==> src/rtl/core/fpba_pkg.sv <==
// Package for the fit-policy block allocator.
// Holds sizes, codes, state type and the structs shared by the cell row and
// the sequencer. Depends on nothing.
package fpba_pkg;

	localparam int NUM_BLOCKS = 16;
	localparam int SIZE_BITS = 16;
	localparam int AMT_W = 16;
	localparam int BLK_W = (NUM_BLOCKS > 1) ? $clog2(NUM_BLOCKS) : 1;
	localparam int CMP_W = (SIZE_BITS > AMT_W) ? SIZE_BITS : AMT_W;

	typedef logic [SIZE_BITS-1:0] size_t;
	typedef logic [AMT_W-1:0] amt_t;
	typedef logic [BLK_W-1:0] blk_t;
	typedef logic [CMP_W-1:0] cmp_t;
	typedef logic [3:0] out_blk_t;

	localparam logic [1:0] POL_FIRST = 2'd0;
	localparam logic [1:0] POL_BEST = 2'd1;
	localparam logic [1:0] POL_WORST = 2'd2;

	localparam logic [1:0] ST_LOADED = 2'd0;
	localparam logic [1:0] ST_GRANTED = 2'd1;
	localparam logic [1:0] ST_REFUSED = 2'd2;

	localparam logic REQ_LOAD = 1'b0;
	localparam logic REQ_ALLOC = 1'b1;

	localparam logic CFG_POLICY = 1'b0;
	localparam logic CFG_COUNT = 1'b1;

	typedef enum logic [1:0] {
		S_IDLE,
		S_SCAN,
		S_COMMIT
	} state_t;

	// Best candidate found so far, handed from cell to cell.
	typedef struct packed {
		logic found;
		blk_t index;
		size_t size;
	} cand_t;

	// Broadcast from the sequencer to every cell.
	typedef struct packed {
		logic load_en;
		blk_t load_index;
		size_t load_size;
		logic commit_en;
		blk_t commit_index;
		amt_t req_amount;
		logic [1:0] policy;
	} cell_ctrl_t;

endpackage

==> src/rtl/core/fpba_cell.sv <==
// One cell of the allocator row: holds one block's free size and updates the
// running candidate passed in from its lower-index neighbor.
// Depends on fpba_pkg.
module fpba_cell (
	input logic clk,
	input logic arst_n,
	input fpba_pkg::blk_t cell_index,
	input logic in_use,
	input fpba_pkg::cell_ctrl_t ctrl,
	input fpba_pkg::cand_t cand_in,
	output fpba_pkg::cand_t cand_out
);

	fpba_pkg::size_t size_q;
	fpba_pkg::cand_t cand_q;
	fpba_pkg::cand_t cand_nxt;
	logic eligible;
	logic take;
	logic is_best;
	logic is_worst;

	assign is_best = (ctrl.policy == fpba_pkg::POL_BEST);
	assign is_worst = (ctrl.policy == fpba_pkg::POL_WORST);
	assign eligible = in_use &&
		(fpba_pkg::cmp_t'(size_q) >= fpba_pkg::cmp_t'(ctrl.req_amount));

	// Strict compares keep the lower index on ties.
	always_comb begin
		take = eligible && (!cand_in.found ||
			(is_best && (size_q < cand_in.size)) ||
			(is_worst && (size_q > cand_in.size)));
		cand_nxt = cand_in;
		if (take) begin
			cand_nxt.found = 1'b1;
			cand_nxt.index = cell_index;
			cand_nxt.size = size_q;
		end
	end

	always_ff @(posedge clk or negedge arst_n) begin
		if (!arst_n) begin
			size_q <= '0;
			cand_q <= '0;
		end else begin
			cand_q <= cand_nxt;
			if (ctrl.load_en && (ctrl.load_index == cell_index)) begin
				size_q <= ctrl.load_size;
			end else if (ctrl.commit_en && (ctrl.commit_index == cell_index)) begin
				size_q <= fpba_pkg::size_t'(fpba_pkg::cmp_t'(size_q) -
					fpba_pkg::cmp_t'(ctrl.req_amount));
			end
		end
	end

	assign cand_out = cand_q;

endmodule

==> src/rtl/core/fpba_ctrl.sv <==
// Sequencer of the allocator: takes requests, times the scan over the cell
// row, commits the grant and registers the result. Depends on fpba_pkg.
module fpba_ctrl (
	input logic clk,
	input logic arst_n,
	input logic start,
	input logic req_type,
	input logic [3:0] block_index,
	input fpba_pkg::amt_t amount,
	input logic [1:0] policy,
	input fpba_pkg::cand_t cand_last,
	output logic busy,
	output fpba_pkg::cell_ctrl_t ctrl,
	output logic done,
	output logic [1:0] status,
	output fpba_pkg::out_blk_t chosen_block,
	output fpba_pkg::amt_t size_left
);

	localparam int CNT_W = fpba_pkg::BLK_W;

	fpba_pkg::state_t state_q;
	fpba_pkg::state_t state_nxt;
	logic [CNT_W-1:0] cnt_q;
	fpba_pkg::amt_t amt_q;
	logic accept;
	logic in_table;
	logic scan_last;
	logic done_q;
	logic [1:0] status_q;
	fpba_pkg::out_blk_t chosen_q;
	fpba_pkg::amt_t left_q;
	fpba_pkg::size_t granted_left;

	assign busy = (state_q != fpba_pkg::S_IDLE);
	assign accept = start && !busy;
	assign in_table = (int'(block_index) < fpba_pkg::NUM_BLOCKS);
	assign scan_last = (cnt_q == CNT_W'(fpba_pkg::NUM_BLOCKS - 1));
	assign granted_left = fpba_pkg::size_t'(fpba_pkg::cmp_t'(cand_last.size) -
		fpba_pkg::cmp_t'(amt_q));

	always_comb begin
		state_nxt = state_q;
		case (state_q)
			fpba_pkg::S_IDLE: begin
				if (accept && (req_type == fpba_pkg::REQ_ALLOC)) begin
					state_nxt = fpba_pkg::S_SCAN;
				end
			end
			fpba_pkg::S_SCAN: begin
				if (scan_last) begin
					state_nxt = fpba_pkg::S_COMMIT;
				end
			end
			fpba_pkg::S_COMMIT: state_nxt = fpba_pkg::S_IDLE;
			default: state_nxt = fpba_pkg::S_IDLE;
		endcase
	end

	always_comb begin
		ctrl.load_en = accept && (req_type == fpba_pkg::REQ_LOAD) && in_table;
		ctrl.load_index = fpba_pkg::blk_t'(block_index);
		ctrl.load_size = fpba_pkg::size_t'(amount);
		ctrl.commit_en = 1'b0;
		ctrl.commit_index = cand_last.index;
		ctrl.req_amount = amt_q;
		ctrl.policy = policy;
		case (state_q)
			fpba_pkg::S_COMMIT: ctrl.commit_en = cand_last.found;
			default: ctrl.commit_en = 1'b0;
		endcase
	end

	always_ff @(posedge clk or negedge arst_n) begin
		if (!arst_n) begin
			state_q <= fpba_pkg::S_IDLE;
			cnt_q <= '0;
			amt_q <= '0;
			done_q <= 1'b0;
		end else begin
			state_q <= state_nxt;
			done_q <= 1'b0;
			if (accept) begin
				amt_q <= amount;
				cnt_q <= '0;
				done_q <= (req_type == fpba_pkg::REQ_LOAD);
			end else if (state_q == fpba_pkg::S_SCAN) begin
				cnt_q <= cnt_q + 1'b1;
			end
			if (state_q == fpba_pkg::S_COMMIT) begin
				done_q <= 1'b1;
			end
		end
	end

	// Result payload, captured on the cycle the result is decided.
	always_ff @(posedge clk) begin
		if (accept && (req_type == fpba_pkg::REQ_LOAD)) begin
			status_q <= fpba_pkg::ST_LOADED;
			chosen_q <= block_index;
			left_q <= in_table ? fpba_pkg::amt_t'(fpba_pkg::size_t'(amount)) : '0;
		end else if (state_q == fpba_pkg::S_COMMIT) begin
			if (cand_last.found) begin
				status_q <= fpba_pkg::ST_GRANTED;
				chosen_q <= fpba_pkg::out_blk_t'(cand_last.index);
				left_q <= fpba_pkg::amt_t'(granted_left);
			end else begin
				status_q <= fpba_pkg::ST_REFUSED;
				chosen_q <= '0;
				left_q <= '0;
			end
		end
	end

	assign done = done_q;
	assign status = status_q;
	assign chosen_block = chosen_q;
	assign size_left = left_q;

endmodule

==> src/rtl/core/fit_policy_block_allocator.sv <==
// Top level of the fit-policy block allocator: configuration registers, the
// row of block cells and the sequencer. Depends on fpba_pkg, fpba_cell and
// fpba_ctrl.
//
// Usage. A request is taken at a rising edge with start high and busy low.
// req_type selects a load (write amount as the free size of block_index) or
// an allocate (find a block with at least amount free, by the policy in
// register fit_policy: first, best or worst fit, ties to the lower index).
// Each request gives one result on status, chosen_block and size_left,
// valid for exactly one cycle while done is high; the receiver cannot stall
// it, so it must take the result in that cycle.
//
// Request flow. A load gives its result in the next cycle and a new request may
// follow at once. An allocate runs a candidate wave down the cell row, one
// cell per cycle, through the scan state; then the commit state subtracts the
// request from the chosen cell and registers the result. busy stays high
// through the scan and commit states, so no new request is taken while an
// allocate is in flight. Only blocks below block_count take part.
//
// Reset clears every free size to zero, sets fit_policy to first fit and
// block_count to 16. The user writes configuration through cfg_we, cfg_index
// and cfg_data only while no request is in flight; the block does not check.
module fit_policy_block_allocator (
	input logic clk,
	input logic arst_n,
	input logic start,
	output logic busy,
	input logic req_type,
	input logic [3:0] block_index,
	input logic [15:0] amount,
	output logic done,
	output logic [1:0] status,
	output logic [3:0] chosen_block,
	output logic [15:0] size_left,
	input logic cfg_we,
	input logic cfg_index,
	input logic [4:0] cfg_data
);

	logic [1:0] policy_q;
	logic [4:0] count_q;
	fpba_pkg::cell_ctrl_t ctrl;
	fpba_pkg::cand_t chain [fpba_pkg::NUM_BLOCKS+1];

	// Configuration registers; a write takes effect at once.
	always_ff @(posedge clk or negedge arst_n) begin
		if (!arst_n) begin
			policy_q <= fpba_pkg::POL_FIRST;
			count_q <= 5'd16;
		end else if (cfg_we) begin
			case (cfg_index)
				fpba_pkg::CFG_POLICY: policy_q <= cfg_data[1:0];
				fpba_pkg::CFG_COUNT: count_q <= cfg_data;
				default: ;
			endcase
		end
	end

	// The wave enters the row with no candidate found.
	assign chain[0] = '0;

	// Each cell adds its block to the candidate and hands it up the row. A
	// count above the table size simply enables every cell.
	for (genvar i = 0; i < fpba_pkg::NUM_BLOCKS; i++) begin : g_cell
		fpba_cell u_cell (
			.clk(clk),
			.arst_n(arst_n),
			.cell_index(fpba_pkg::blk_t'(i)),
			.in_use(i < int'(count_q)),
			.ctrl(ctrl),
			.cand_in(chain[i]),
			.cand_out(chain[i+1])
		);
	end

	fpba_ctrl u_ctrl (
		.clk(clk),
		.arst_n(arst_n),
		.start(start),
		.req_type(req_type),
		.block_index(block_index),
		.amount(amount),
		.policy(policy_q),
		.cand_last(chain[fpba_pkg::NUM_BLOCKS]),
		.busy(busy),
		.ctrl(ctrl),
		.done(done),
		.status(status),
		.chosen_block(chosen_block),
		.size_left(size_left)
	);

endmodule
==> config.mk <==
export PLATFORM = sky130hd
export DESIGN_NAME = fit_policy_block_allocator
export DESIGN_NICKNAME = d
export VERILOG_FILES = /design/src/rtl/core/fpba_pkg.sv /design/src/rtl/core/fpba_cell.sv /design/src/rtl/core/fpba_ctrl.sv /design/src/rtl/core/fit_policy_block_allocator.sv
export SDC_FILE = /design/constraint.sdc
export NUM_CORES = 2
export LEC_CHECK = 0
export BUFFER_PORTS_ARGS = -buffer_cell sky130_fd_sc_hd__buf_4
export CORE_MARGIN = 4
export CORE_UTILIZATION = 53
export CTS_BUF_LIST = sky130_fd_sc_hd__clkbuf_8
export CTS_CLUSTER_DIAMETER = 50
export DETAILED_ROUTE_END_ITERATION = 10
export PLACE_DENSITY = 0.75
export SKIP_CTS_REPAIR_TIMING = 1
export SLEW_MARGIN = 5
export SYNTH_ARGS = -nofsm -noshare
export SYNTH_HDL_FRONTEND = slang
export SYNTH_HIERARCHICAL = 1
export SYNTH_SLANG_ARGS = --single-unit
export TNS_END_PERCENT = 20
==> constraint.sdc <==
create_clock -name clk -period 4.8 [get_ports clk]
set_input_delay 0.96 -clock clk [delete_from_list [all_inputs] [get_ports clk]]
set_output_delay 0.96 -clock clk [all_outputs]
set_load 0.05 [all_outputs]
---- Yosys cells after proc, flatten, opt, wreduce, memory -nomap -nowiden ----
Cells that the tools add are included.
cells by class
  $lt $le $gt $ge ......................... 62
  reductions and logical operators ........ 167
  equality and inequality tests ........... 37
  add/subtract/negate cells ............... 18
  bitwise gates (word level) .............. 2
  mux-type cells .......................... 63
operators by type and width
  cell                   count
  $mux W16               35
  $mux W21               16
  $sub A16 B16 Y16       17
  $ge A16 B16 Y1         16
  $gt A16 B16 Y1         15
  $lt A16 B16 Y1         15
  $logic_and A1 B1 Y1    96
  $eq A4 B4 Y1 const B   17
  $lt A4 B5 Y1 const A   8
  $reduce_bool A2 Y1     19
  $eq A4 B3 Y1 const B   8
  $logic_or A1 B1 Y1     30
  $lt A3 B5 Y1 const A   4
  $mux W4                5
  $eq A4 B2 Y1 const B   4
  $logic_not A1 Y1       16
  $lt A1 B5 Y1 const A   2
  $lt A2 B5 Y1 const A   2
  $eq A4 B1 Y1 const B   2
  $logic_not A4 Y1       2
  $mux W2                3
  $reduce_and A2 Y1      3
  $add A4 B1 Y4 const B  1
  $eq A2 B1 Y1 const B   2
  other kinds (6)        11
word-level totals
  register bits after elaboration ......... 644
  logic and storage cells ................. 422
  bits of input ports ..................... 31
  output and inout port bits .............. 24

---- Longest topological paths before layout ----
  word-level depth ........................ 6
  depth in mapped cells ................... 11
  gate-level depth less buffers ........... 10

---- Hierarchy ----
The synthesis kept the hierarchy.
modules (own cells, without submodules)
  module                              cells an instance  instances  area an instance (um^2)  seq. area each (um^2)
  fpba_cell at g_cell[11].u_cell ...  463                8          3592.2                   925.9
  fpba_cell at g_cell[0].u_cell ...   448                4          3703.6                   925.9
  fpba_cell at g_cell[7].u_cell ...   317                2          2965.3                   925.9
  fpba_cell at g_cell[6].u_cell ...   322                2          2935.3                   925.9
  fpba_ctrl                           315                1          2815.2                   1216.2
  fit_policy_block_allocator          46                 1          431.7                    176.4

---- Worst setup path before layout ----
OpenSTA, ideal clock, no wires.
  path type ............................... input-to-reg
  start ................................... in start
  end ..................................... reg u_ctrl.chosen_q[0], in the netlist u_ctrl/chosen_block[0] (enable)
  required time ........................... 4.371 ns
  path buffers ............................ 1
  library setup time ...................... 0.429 ns
  arrival time ............................ 3.013 ns
  stages on the path ...................... 3
  path slack .............................. 1.358 ns
  path through ............................ or3b_1 -> buf_6 -> o21ai_0
on the way
  word-level cells in the longest chain between the ends .. 3
ends and longest elaborated chain
  element                       line                              text
  start, declared               fit_policy_block_allocator.sv:26  input logic start,
  $logic_and A1 B1 Y1           fpba_ctrl.sv:36                   assign accept = start && !busy;
  $logic_and A1 B1 Y1           fpba_ctrl.sv:98                   if (accept && (req_type == fpba_pkg::REQ_LOAD)) begin
  $reduce_bool A2 Y1 (no line)  n/a
  end signal, assigned          fpba_ctrl.sv:100                  chosen_q <= block_index;
  end signal, assigned          fpba_ctrl.sv:105                  chosen_q <= fpba_pkg::out_blk_t'(cand_last.index);
  end, declared                 fpba_ctrl.sv:31                   fpba_pkg::out_blk_t chosen_q;
Every way passes these cells.
A chain may end at the register's enable or synchronous reset.

==> results.md <==
- Buffers on Ports: 54
- Clk sinks: approximately 640
- Layout Cells excl Fill: 8919
- Max Root-Sink Buffers: 3
- Die Ht: roughly 340 um
- Slew Viols, Final: 21
- Initial antenna violation count: 13
- Ports: 55
- Status: complete, but fails checks
- Post-Syn Instances: between 7000 and 8000
- Drt total wl: ~200000 um
- Worst slew pin tran: between 2000 and 3000 ps
- WP data arrival: approximately 4300 ps
- Power Dens Cells: 716 mW/mm^2
- Hold Path Class: input pin to asynchronous set/reset pin
- Row cnt: 121
- DP Cell Count: between 8000 and 9000
- Total track usage: 0.332
- Hpwl dp: about 140000 um
- Flops & latches, synth: around 640
- Synth-to-layout area growth: 9.59%
- DRC: 0
- Post-Syn Area: about 0.06 mm^2
- Die Width: about 340 um
- Finished Core Util: 0.588
- Failing checks: max-slew violations
- Root Driver: clkbuf_8
- Detail Route Antenna Nets: 0
- GPL Wtd Cong: 0.959
- Via count: 55300
- Clock Latency Late Sink: 820 ps
- Synth warn: 6
- Crit path launch type: register
- Static Leak: between 30 and 40 nW
- Main synth FF type: dfrtp_1
- Layout cells sized above 1: 0.103
- First-pass GRT wire length: ~300000 um
- DR WL/cell: about 22 um
- Overflow left after global routing: 0
- 1st-pass router iterations: 6
- Synth async-reset ratio: 0.966
- Fmax: 276 MHz
- Core Area: around 0.11 mm^2
- Vias per cell: ~6.2
- Reg clk slew, reported paths: approximately 60 ps
- CTS tree: built
- Starting Density: 0.536
- Layout Nets: 7907
- Netlist cell types: 96
- CP required: about 5400 ps
- Fin. Hold Viols: 0
- Number of global-route vias before repair: slightly above 50000
- RSZ-0062 raised after global routing: no
- Sequential-to-total area share from yosys stat: 0.277
- Setup tns final: 0 ps
- Clk_skew: 46.2 ps
- Critical Path End Type: register
- Starting DRC count in detailed routing: roughly 6500
- Final setup fails: 0
- WS Path Type: register to register
- Syn avg cell area: between 8 and 9 um^2
- Largest net degree at the start of global routing: between 90 and 100
- Worst Path Max Fanout: 21
- H-tree depth: 3
- CTS Buf Count: between 100 and 150
- Max Cap Violations: 0
- Fillers: between 9000 and 10000
- Die area: ~0.12 mm^2
- Slew headroom: -0.740
- Maximum vdd drop: between 0.0003 and 0.0004 V
- Final min period: roughly 3600 ps
- Period utilisation layout: 0.755
- Post-synth EDFFs: 20
kinds of logic after synthesis:
kind of cell,share of synthesized area
buffers and inverters,0.0752
adders and majority gates,0.119
and+or+nand+nor,0.189
muxes,0.0815
AOI/OAI and AO/OA,0.220
DFF,0.277
xor gates and xnor gates,0.0389
other,0.000128
state kept, by name (all words and copies together) (netlist names):
register,flops
count_q,5
g_cell.u_cell/cand_out,336
g_cell.u_cell/size_q,256
policy_q,2
u_ctrl/amt_q,16
u_ctrl/chosen_block,4
u_ctrl/cnt_q,4
u_ctrl/done,1
u_ctrl/size_left,16
u_ctrl/state_q,2
u_ctrl/status,2
cells in the mapped netlist, drive strengths merged (150+ instances only):
| library cell | count | area (um^2) |
|---|---|---|
| mux2i | 319 | 3190 |
| a21oi | 387 | 2030 |
| nand2 | 666 | 2500 |
| ha | 529 | 6620 |
| inv | 675 | 2530 |
| nor2 | 785 | 2980 |
| clkbuf | 228 | 856 |
| nand3 | 274 | 1370 |
| buf | 150 | 983 |
| dfrtp | 621 | 15500 |
| o211ai | 197 | 1510 |
| o21ai | 628 | 3170 |
per-layer routing:
layer | vias up | GRT usage | part of all wire | wire, um
li1 | 25400 | - | - | -
met1 | 26200 | 0.426 | 0.39 | 78200
met2 | 3014 | 0.513 | 0.44 | 88300
met3 | 720 | 0.0773 | 0.10 | 21000
met4 | 7 | 0.195 | 0.064 | 12800
met5 | - | 0 | 0.00034 | 69
final timing paths:
kind | start | cells past startpoint | to | slack [ps]
max reg2reg | u_ctrl/amt_q[1] | 9 | g_cell[14].u_cell/cand_out[11] | 1170
min | arst_n | 1 | g_cell[11].u_cell/cand_out[13] | 240
min in group clk | cfg_data[3] | 2 | count_q[3] | 410
max in group asynchronous | arst_n | 2 | g_cell[14].u_cell/cand_out[11] | 3450
max | u_ctrl/amt_q[1] | 9 | g_cell[14].u_cell/cand_out[11] | 1170
min reg2reg | u_ctrl/status[0] | 2 | u_ctrl/status[0] | 470
final cells by class:
class	count	area (um^2)	share of cell area
antenna	13	32.5	0.000507
multi-input combinational	5685	39100	0.609
clock inverter	70	711	0.0111
tap	1476	1850	0.0288
sequential	644	16200	0.252
inverter	675	2530	0.0395
timing repair buffer	205	1700	0.0264
clock buffer	151	2080	0.0324
layout by cell type, fill, tap and decap left out, types with 25 or more instances in the layout:
cell / count
a211oi_1: 60
a21o_1: 98
a21oi_1: 362
a21oi_2: 25
a221o_1: 35
a22oi_1: 79
a31oi_1: 46
and4_1: 34
buf_4: 192
clkbuf_8: 151
clkinv_2: 26
conb_1: 253
dfrtp_1: 617
ha_1: 529
inv_1: 694
mux2_2: 39
mux2_4: 76
mux2i_1: 316
nand2_1: 666
nand2b_1: 113
nand3_1: 274
nand4_1: 57
nor2_1: 772
nor2b_1: 59
nor3_1: 65
o211ai_1: 191
o21a_1: 51
o21ai_0: 546
o21ai_1: 76
o311ai_2: 80
or3_1: 40
xnor2_1: 146
xor2_1: 114
through the flow:
stage                     cell area (um^2)  setup WS (ps)  power (mW)  hold slack, ps
after global placement               61400           1040        38.0             449
final                                64200           1170        46.0             243
after global routing                 64200            992        49.2             282
after CTS                            64200           1280        45.2             248
after floorplan                      59500           1360        30.9             439
after detailed placement             61400           1030        38.8             461
where the power goes:
group	switching [mW]	internal, mW	total [mW]
sequential	3.09	7.61	10.7
clock	2.63	3.60	6.23
combinational	17.6	11.4	29.0
worst max-delay path, cell delays in order (launching register included):
cell	delay (ps)
dfrtp_2	930
buf_4	400
inv_1	130
ha_1	320
and4_1	180
o2111ai_1	170
nor4bb_2	290
buf_4	290
or2_2	570
o311ai_2	170
Power figures use the tool's default switching activity.
